==> config.mk <==
export PLATFORM = sky130hd
export DESIGN_NAME = chroma_key_alpha_matte
export DESIGN_NICKNAME = d
export VERILOG_FILES = /design/src/rtl/ckam_pkg.sv /design/src/rtl/chroma_key_alpha_matte.sv
export SDC_FILE = /design/constraint.sdc
export NUM_CORES = 2
export LEC_CHECK = 0
export ABC_AREA = 1
export BUFFER_PORTS_ARGS = -buffer_cell sky130_fd_sc_hd__buf_2
export CORE_MARGIN = 1.5
export CORE_UTILIZATION = 60
export CTS_BUF_LIST = sky130_fd_sc_hd__clkbuf_4
export CTS_CLUSTER_DIAMETER = 40
export CTS_CLUSTER_SIZE = 25
export DETAILED_ROUTE_END_ITERATION = 6
export HOLD_SLACK_MARGIN = 0.02
export PLACE_DENSITY = 0.85
export SYNTH_ARGS = -nofsm -noshare
export SYNTH_HDL_FRONTEND = slang
export SYNTH_SLANG_ARGS = --single-unit
==> constraint.sdc <==
create_clock -name clock -period 10.35 [get_ports clock]
set_input_delay 1.035 -clock clock [delete_from_list [all_inputs] [get_ports clock]]
set_output_delay 1.035 -clock clock [all_outputs]
set_load 0.03 [all_outputs]
==> src/rtl/ckam_pkg.sv <==
// Shared constants and types for the chroma key alpha matte block.
package ckam_pkg;

   localparam int ALPHA_FRAC_BITS = 16;
   localparam int ALPHA_W         = ALPHA_FRAC_BITS + 1;
   localparam int CSR_INDEX_W     = 3;
   localparam int CSR_DATA_W      = 10;

   localparam logic [CSR_INDEX_W-1:0] REG_KEY_BLUE     = 3'd0;
   localparam logic [CSR_INDEX_W-1:0] REG_KEY_GREEN    = 3'd1;
   localparam logic [CSR_INDEX_W-1:0] REG_KEY_RED      = 3'd2;
   localparam logic [CSR_INDEX_W-1:0] REG_THRESHOLD_Q8 = 3'd3;

   localparam logic [ALPHA_W-1:0] ALPHA_ONE = ALPHA_W'(1) << ALPHA_FRAC_BITS;
   localparam logic [ALPHA_W-1:0] ROUND_HALF = ALPHA_W'(1) << (ALPHA_FRAC_BITS - 1);

   // one divider stage: valid and classification flags, remainder, divisor and quotient bits plus the pixel
   typedef struct packed {
      logic                       valid;
      logic                       bad;
      logic                       sat;
      logic                       zero;
      logic [15:0]                rem;
      logic [15:0]                den;
      logic [ALPHA_FRAC_BITS-1:0] quo;
      logic [7:0]                 blue;
      logic [7:0]                 green;
      logic [7:0]                 red;
   } div_stage_type;

endpackage

==> src/rtl/chroma_key_alpha_matte.sv <==
// Color-difference chroma keyer top level: matte, alpha and premultiplied pixel.
//
// One pixel is accepted every cycle (busy never rises); its result appears on the rsp_
// ports for one cycle, marked by rsp_valid, after it passes the select, multiply and
// difference stages, the 16-stage restoring divider that forms alpha, one quotient bit
// per stage, and the scale stage. The user must write key color and threshold through
// the csr_ port only while the pipeline is empty; the block does not enforce this.
module chroma_key_alpha_matte (
   input  logic                                clock,
   input  logic                                reset,
   input  logic                                start,
   output logic                                busy,
   input  logic [7:0]                          req_pix_blue,
   input  logic [7:0]                          req_pix_green,
   input  logic [7:0]                          req_pix_red,
   output logic                                rsp_valid,
   output logic [7:0]                          rsp_out_blue,
   output logic [7:0]                          rsp_out_green,
   output logic [7:0]                          rsp_out_red,
   output logic [7:0]                          rsp_out_alpha,
   output logic                                rsp_bad_key,
   input  logic                                csr_valid,
   output logic                                csr_ready,
   input  logic [ckam_pkg::CSR_INDEX_W-1:0]    csr_index,
   input  logic [ckam_pkg::CSR_DATA_W-1:0]     csr_wdata
);

   localparam int NDIV = ckam_pkg::ALPHA_FRAC_BITS;

   // configuration
   logic [7:0] key_blue_ff, key_green_ff, key_red_ff;
   logic [9:0] thr_ff;

   always_ff @(posedge clock) begin
      if (reset) begin
         key_blue_ff  <= 8'd0;
         key_green_ff <= 8'd255;
         key_red_ff   <= 8'd0;
         thr_ff       <= 10'd256;
      end else if (csr_valid) begin
         case (csr_index)
            ckam_pkg::REG_KEY_BLUE:     key_blue_ff  <= csr_wdata[7:0];
            ckam_pkg::REG_KEY_GREEN:    key_green_ff <= csr_wdata[7:0];
            ckam_pkg::REG_KEY_RED:      key_red_ff   <= csr_wdata[7:0];
            ckam_pkg::REG_THRESHOLD_Q8: thr_ff       <= csr_wdata;
            default: ;
         endcase
      end
   end

   assign csr_ready = 1'b1;
   assign busy      = 1'b0;

   // stage 1: channel selection (first largest key component wins)
   logic [1:0] kc;
   logic [7:0] pk_in, po_in, bk_in, bo_in;

   always_comb begin
      kc = 2'd0;
      if (key_green_ff > key_blue_ff) kc = 2'd1;
      if (key_red_ff > ((kc == 2'd1) ? key_green_ff : key_blue_ff)) kc = 2'd2;
      case (kc)
         2'd1: begin
            pk_in = req_pix_green; po_in = req_pix_blue;
            bk_in = key_green_ff;  bo_in = key_blue_ff;
         end
         2'd2: begin
            pk_in = req_pix_red;   po_in = req_pix_green;
            bk_in = key_red_ff;    bo_in = key_green_ff;
         end
         default: begin
            pk_in = req_pix_blue;  po_in = req_pix_green;
            bk_in = key_blue_ff;   bo_in = key_green_ff;
         end
      endcase
   end

   logic       s1_valid_ff;
   logic [7:0] s1_pk_ff, s1_po_ff, s1_bk_ff, s1_bo_ff;
   logic [9:0] s1_thr_ff;
   logic [7:0] s1_b_ff, s1_g_ff, s1_r_ff;

   // stage 2: numerator and denominator, 8 fraction bits
   logic [17:0]        pprod, kprod;
   logic signed [19:0] num_in, den_in;
   logic               s2_valid_ff;
   logic signed [19:0] s2_num_ff, s2_den_ff;
   logic [7:0]         s2_b_ff, s2_g_ff, s2_r_ff;

   assign pprod  = s1_thr_ff * s1_po_ff;
   assign kprod  = s1_thr_ff * s1_bo_ff;
   assign num_in = $signed({4'd0, s1_pk_ff, 8'd0}) - $signed({2'd0, pprod});
   assign den_in = $signed({4'd0, s1_bk_ff, 8'd0}) - $signed({2'd0, kprod});

   // stage 3: classify, load divider
   logic signed [20:0]  diff;
   logic                bad3, zero3, sat3;
   ckam_pkg::div_stage_type div_in;
   ckam_pkg::div_stage_type dv_ff [0:NDIV];
   ckam_pkg::div_stage_type dv_in [1:NDIV];

   assign diff  = 21'(s2_den_ff) - 21'(s2_num_ff);
   assign bad3  = (s2_den_ff <= 20'sd0);
   assign zero3 = (diff <= 21'sd0);
   assign sat3  = (diff >= 21'(s2_den_ff));

   always_comb begin
      div_in       = '0;
      div_in.valid = s2_valid_ff;
      div_in.bad   = bad3;
      div_in.zero  = zero3;
      div_in.sat   = sat3;
      div_in.rem   = diff[15:0];
      div_in.den   = s2_den_ff[15:0];
      div_in.blue  = s2_b_ff;
      div_in.green = s2_g_ff;
      div_in.red   = s2_r_ff;
   end

   // divider: one quotient bit per stage, remainder stays below den for a pixel that is not bad, sat or zero
   for (genvar k = 1; k <= NDIV; k++) begin : g_div
      logic [16:0] shl;
      logic        ge;
      assign shl = {dv_ff[k-1].rem, 1'b0};
      assign ge  = (shl >= {1'b0, dv_ff[k-1].den});
      always_comb begin
         dv_in[k]     = dv_ff[k-1];
         dv_in[k].rem = ge ? 16'(shl - {1'b0, dv_ff[k-1].den}) : shl[15:0];
         dv_in[k].quo = {dv_ff[k-1].quo[NDIV-2:0], ge};
      end
   end

   // scale stage: premultiply and round half up
   ckam_pkg::div_stage_type fin;
   logic [ckam_pkg::ALPHA_W-1:0] alpha;
   logic [ckam_pkg::ALPHA_W+7:0] mb, mg, mr, ma;

   assign fin   = dv_ff[NDIV];
   assign alpha = (fin.bad || fin.sat) ? ckam_pkg::ALPHA_ONE :
                  fin.zero ? '0 : {1'b0, fin.quo};
   assign mb = fin.blue  * alpha + (ckam_pkg::ALPHA_W+8)'(ckam_pkg::ROUND_HALF);
   assign mg = fin.green * alpha + (ckam_pkg::ALPHA_W+8)'(ckam_pkg::ROUND_HALF);
   assign mr = fin.red   * alpha + (ckam_pkg::ALPHA_W+8)'(ckam_pkg::ROUND_HALF);
   assign ma = 8'd255    * alpha + (ckam_pkg::ALPHA_W+8)'(ckam_pkg::ROUND_HALF);

   logic rsp_valid_ff;
   logic [7:0] rsp_b_ff, rsp_g_ff, rsp_r_ff, rsp_a_ff;
   logic rsp_bad_ff;

   always_ff @(posedge clock) begin
      if (reset) begin
         s1_valid_ff <= 1'b0;
         s2_valid_ff <= 1'b0;
         for (int i = 0; i <= NDIV; i++) dv_ff[i].valid <= 1'b0;
         rsp_valid_ff <= 1'b0;
      end else begin
         s1_valid_ff <= start;
         s2_valid_ff <= s1_valid_ff;
         dv_ff[0].valid <= div_in.valid;
         for (int i = 1; i <= NDIV; i++) dv_ff[i].valid <= dv_in[i].valid;
         rsp_valid_ff <= fin.valid;
      end
      s1_pk_ff  <= pk_in;  s1_po_ff <= po_in;
      s1_bk_ff  <= bk_in;  s1_bo_ff <= bo_in;
      s1_thr_ff <= thr_ff;
      s1_b_ff   <= req_pix_blue; s1_g_ff <= req_pix_green; s1_r_ff <= req_pix_red;
      s2_num_ff <= num_in; s2_den_ff <= den_in;
      s2_b_ff   <= s1_b_ff; s2_g_ff <= s1_g_ff; s2_r_ff <= s1_r_ff;
      dv_ff[0].bad   <= div_in.bad;   dv_ff[0].sat   <= div_in.sat;
      dv_ff[0].zero  <= div_in.zero;  dv_ff[0].rem   <= div_in.rem;
      dv_ff[0].den   <= div_in.den;   dv_ff[0].quo   <= div_in.quo;
      dv_ff[0].blue  <= div_in.blue;  dv_ff[0].green <= div_in.green;
      dv_ff[0].red   <= div_in.red;
      for (int i = 1; i <= NDIV; i++) begin
         dv_ff[i].bad   <= dv_in[i].bad;   dv_ff[i].sat   <= dv_in[i].sat;
         dv_ff[i].zero  <= dv_in[i].zero;  dv_ff[i].rem   <= dv_in[i].rem;
         dv_ff[i].den   <= dv_in[i].den;   dv_ff[i].quo   <= dv_in[i].quo;
         dv_ff[i].blue  <= dv_in[i].blue;  dv_ff[i].green <= dv_in[i].green;
         dv_ff[i].red   <= dv_in[i].red;
      end
      rsp_b_ff   <= mb[ckam_pkg::ALPHA_FRAC_BITS +: 8];
      rsp_g_ff   <= mg[ckam_pkg::ALPHA_FRAC_BITS +: 8];
      rsp_r_ff   <= mr[ckam_pkg::ALPHA_FRAC_BITS +: 8];
      rsp_a_ff   <= ma[ckam_pkg::ALPHA_FRAC_BITS +: 8];
      rsp_bad_ff <= fin.bad;
   end

   assign rsp_valid     = rsp_valid_ff;
   assign rsp_out_blue  = rsp_b_ff;
   assign rsp_out_green = rsp_g_ff;
   assign rsp_out_red   = rsp_r_ff;
   assign rsp_out_alpha = rsp_a_ff;
   assign rsp_bad_key   = rsp_bad_ff;

   a_bad_opaque: assert property (@(posedge clock) disable iff (reset)
      rsp_valid && rsp_bad_key |-> rsp_out_alpha == 8'd255)
      else $error("bad key must give opaque alpha");

   a_clear_black: assert property (@(posedge clock) disable iff (reset)
      rsp_valid && rsp_out_alpha == 8'd0 |->
      rsp_out_blue == 8'd0 && rsp_out_green == 8'd0 && rsp_out_red == 8'd0)
      else $error("transparent pixel must premultiply to zero");

   a_valid_known: assert property (@(posedge clock) disable iff (reset)
      !$isunknown(rsp_valid))
      else $error("rsp_valid unknown after reset");

endmodule

-- Word-level counts from Yosys, hierarchy flattened
Memories as Yosys holds them, arrays and structs flattened.
Index checks and enable logic that the tools add are counted.
Widths: inputs -> output; s select.
- register bits after elaboration: 198
- bits in latches: 0
- memory bits (writable): 1292
- bits in read-only memories: 0
- input port bits: 41
- output and inout bits: 36
- logic and storage cells: 150
- memories: 1
- memories (memory ; depth ; width ; rd ports ; clocked after memory_dff ; write ports ; line ; RTL):
    dv_ff ; 17 ; 76 ; 17 ; 0 ; 17 ; chroma_key_alpha_matte.sv:99 ; ckam_pkg::div_stage_type dv_ff [0:NDIV];
- $add $sub $neg: 23
- multipliers: 6
- div/mod/pow operators: 0
- $lt $le $gt $ge: 21
- eq/ne operators: 6
- shift operators: 0
- multiplexer cells: 45
- bitwise logic cells: 17
- reductions and logical operators: 6
- operator list (kind ; count):
    $ge 17x16->1 ; 16
    $mux 16 ; 17
    $sub 16x16->16 ; 16
    $add 24x16->24 const B ; 4
    $mul 8x17->24 ; 3
    $sub 16x18->19 ; 2
    $mul 10x8->18 ; 2
    $pmux 8 s2 ; 2
    $mul 8x17->24 const A ; 1
    $mux 8 ; 3
    $mux 1 ; 21
    $ge 20x19->1 ; 1
    $le 20x1->1 const B ; 1
    $sub 19x19->20 ; 1
    $le 19x1->1 const B ; 1
    $mux 17 ; 1
    $or 1x1->1 ; 17
    $gt 8x8->1 ; 2
    $reduce_and 2->1 ; 4
    $eq 3x2->1 const B ; 2
    $eq 2x1->1 const B ; 2
    $eq 3x1->1 const B ; 1
    $logic_not 3->1 ; 1
    $eq 2x2->1 const B ; 1
    2 further kinds ; 2

-- Longest topological paths before layout
- depth in word-level cells: 8
- gate-level depth with buffers: 26
- mapped depth without buffers: 25

-- Worst setup path after synthesis
OpenSTA, ideal clock, no wires.
- path kind: register to register
- from: mem dv_ff[16][73] (netlist bit)
- to: reg rsp_g_ff[3], in the netlist rsp_out_green[3]
- library setup time: 120 ps
- arrival: 4582 ps
- slack: 5648 ps
- cell stages (with the launch flop): 22
- clock period less this slack: 4702 ps
- cell sequence: dfxtp_1 nor2_1 inv_1 nor2_2 buf_2 nand2_1 clkbuf_1 nor2_1 fa_1 fa_1 fa_1 inv_1 fa_1 inv_1 ha_1 a21o_1 a21oi_1 a21boi_0 nand2_1 nand2_1 nand2_1 xor2_1
- RTL lines (item ; line ; RTL):
    from (decl) ; chroma_key_alpha_matte.sv:99 ;
    to (signal assigned) ; chroma_key_alpha_matte.sv:182 ; rsp_g_ff <= mg[ckam_pkg::ALPHA_FRAC_BITS +: 8];
    to (decl) ; chroma_key_alpha_matte.sv:147 ; logic [7:0] rsp_b_ff, rsp_g_ff, rsp_r_ff, rsp_a_ff;

==> flow_metrics.tcl <==
set metrics [dict create \
    fillers 8957 \
    ff_latch_area_um2 26500 \
    path_max_fanout 20 \
    yosys_warnings 0 \
    ctsLongestPathBuffers 3 \
    reg2reg_depth 22 \
    rows 123 \
    postSynthAreaPerCell_um2 8.65 \
    cts_setup_buffers 0 \
    startpoint_type "register" \
    multi_input_area_um2 35100 \
    hp-class "primary input to register" \
    crit_buf_inv 7 \
    cts_root_buf "clkbuf_4" \
    ioPinCount 77 \
    place_hpwl_mm 118 \
    crit_family "adder cells" \
    cp.arrival_ns 8.12 \
    synth_seq_cells 1322 \
    syn2layout_area_growth_pct 6.19 \
    synthArstFlopShare_pct 0 \
    via_per_inst 5.23 \
    critPathSlowestCell "nor2_1" \
    path_class "register to register" \
    worstHoldPathCells 3 \
    grt_use_total_pct 26.5 \
    synth-seq-area-share_pct 38.9 \
    min_to "key_green_ff[7]" \
    wl_mm 151 \
    first_global_vias 51600 \
    cts_resized 0 \
    r2r_setup_slack_ns 3.24 \
    h-tree-depth 4 \
    synth_cell_types 44 \
    fin_worst_skew_ns 0.110 \
    start_util_pct 60.5 \
    core_um2 112000 \
    cts_sinks 1322 \
    drv_cap 0 \
    syn_inst 7861 \
    layout_commonest_cell "nand2_1" \
    die_w_um 340 \
    via_count 50000 \
    tritoncts "done" \
    setup_violations 0 \
    synth_edf_count 0 \
    slew_headroom_pct 28.4 \
    globalRouteOverflowTotal 0 \
    clk_latency_ns 1.16 \
    cp_common_cell "inv_1" \
    min_period_ns 7.11 \
    cts.clk_slew.worst_paths_ns 0.16 \
    ant_nets 0 \
    fin_nets 9068 \
    worstSetupEndpointType "register" \
    status "completed" \
    die_h_um 340 \
    dieArea_um2 115000 \
    yosysTopAreaCell "dfxtp_1" \
    first_pass_iters 6 \
    antenna_found_initial 2 \
    grt_first_pass_wirelength_mm 249 \
    worstMarginPinSlew_ns 1.07 \
    final_cell_mix "nand2_1, inv_1, dfxtp_1" \
    finalSetupTns_ns 0 \
    rsz0062_at_grt "false" \
    place.gp.congestion 0.940 \
    cp_slowest_stage_delay_ns 0.81 \
    min-delay-start "csr_wdata[7]" \
    r2r-start "dv_ff[16][73]" \
    drtIter0Drc 3267 \
    grt_max_degree 35 \
    numCtsBuffers 130 \
    ys_top_cells_by_area "dfxtp_1, fa_1, ha_1, nand2_1, inv_1" \
    maxSlewViolCount 0 \
    r2r_end "rsp_out_alpha[7]" \
    hold_viol 0 \
    drive_above_1_share_pct 5.33 \
    synth-main-ff-cell "dfxtp_1" \
    syn_area_um2 68000 \
    drcViolationCount 0 \
    timing.final.crit_share_pct 68.7 \
    fmax_ghz 0.141 \
    yosys.area.top_type_share_pct 38.9 \
    path_cells "nor2_2 > buf_4 > inv_1 > nor2_2 > inv_1 > nor2_1 > inv_1 > fa_1 > inv_1 > fa_1 > inv_1 > fa_1 > fa_1 > inv_1 > ha_1 > a21oi_1 > o21ai_0 > a211oi_1 > and2_1 > nand2_1 > nand2_1 > nand2_1" \
    cp.required_ns 11.36 \
    wl_per_cell_um 15.8 \
    portBuffers 74 \
]
==> per-layer routing <==
layer	wire length [µm]	share of wire, %	global-route usage, %
met5	0	0	0
met2	73900	49	47.0
met4	9330	6.2	15.3
met3	8580	5.7	4.03
met1	59000	39	30.4
==> sequential cells by signal, summed over array words and instances (netlist names), 10 cells and up <==
signal     cells
thr_ff        10
s2_num_ff     19
s1_thr_ff     10
dv_ff       1124
s2_den_ff     19
==> final cells by class <==
| cell class | count | share of cell area (%) |
|---|---|---|
| Tap cell | 1500 | 2.60 |
| Sequential cell | 1322 | 36.6 |
| Antenna cell | 7 | 0.0243 |
| Multi-Input combinational cell | 4888 | 48.6 |
| Clock inverter | 96 | 1.83 |
| Timing Repair Buffer | 118 | 1.07 |
| Inverter | 1493 | 7.76 |
| Clock buffer | 137 | 1.42 |
==> cell families (layout without fill, tap and decap cells) <==
kind of cell / count (synthesis) / count (layout) / synth area share [%]
xor+xnor: 235 / 235 / 3.03
other cells: 2 / 11 / 0.0110
flops: 1322 / 1322 / 38.9
simple gates: 2838 / 2838 / 17.6
buf+inv: 1653 / 1844 / 9.44
compound gates: 737 / 737 / 6.12
fa+ha+maj: 1074 / 1074 / 24.9
==> metrics by stage <==
step / std cells / util (%) / area [µm²] / hold WS [ns] / setup slack (ns)
global placement: 9293 / 61.8 / 69600 / 0.310 / 3.54
detailed placement: 9293 / 61.8 / 69600 / 0.312 / 3.37
global route: 9560 / 64.2 / 72200 / 0.0827 / 2.83
floorplan: 7863 / - / 68000 / 0.310 / 5.65
finish: 9561 / 64.2 / 72200 / 0.135 / 3.24
CTS: 9554 / 64.2 / 72200 / 0.0267 / 3.37
==> synthesized netlist by cell type, types with 19 or more instances <==
cell type	n
dfxtp_1	1322
a21boi_0	23
inv_1	1478
nor2_1	561
xor2_1	172
o21bai_1	25
nand2_2	21
nand4_1	39
buf_2	30
ha_1	610
a21oi_1	364
nand2_1	1588
nor3_1	69
fa_1	464
nand3_1	492
o21a_1	19
a21o_1	46
nand2_4	30
clkbuf_1	84
o21ai_0	184
xnor2_1	63
==> how the worst max path moves through the flow <==
stage / startpoint / endpoint / slack, ns / cells past startpoint
6_report: dv_ff[16][73] / rsp_out_alpha[7] / 3.24 / 22
3_3_place_gp: dv_ff[16][73] / rsp_out_alpha[7] / 3.54 / 22
2_1_floorplan: dv_ff[16][73] / rsp_out_green[3] / 5.65 / 21
3_5_place_dp: dv_ff[16][73] / rsp_out_alpha[7] / 3.37 / 22
5_1_grt: dv_ff[16][74] / rsp_out_alpha[7] / 2.83 / 22
4_1_cts: dv_ff[16][74] / rsp_out_alpha[7] / 3.37 / 22
==> what timing repair did <==
action | CTS | global route
hold endpoints to repair | 33 | 0
hold buffers | 28 | 0
endpoints found under the setup margin | 0 | 0
==> tightest hold or removal path, stage by stage <==
cell     delay, ns
buf_2         0.13
nand2_1       0.06
nand3_1       0.05
Power is not shown: default switching activity piles up to over one toggle a cycle in this logic, so the estimate is an artifact.
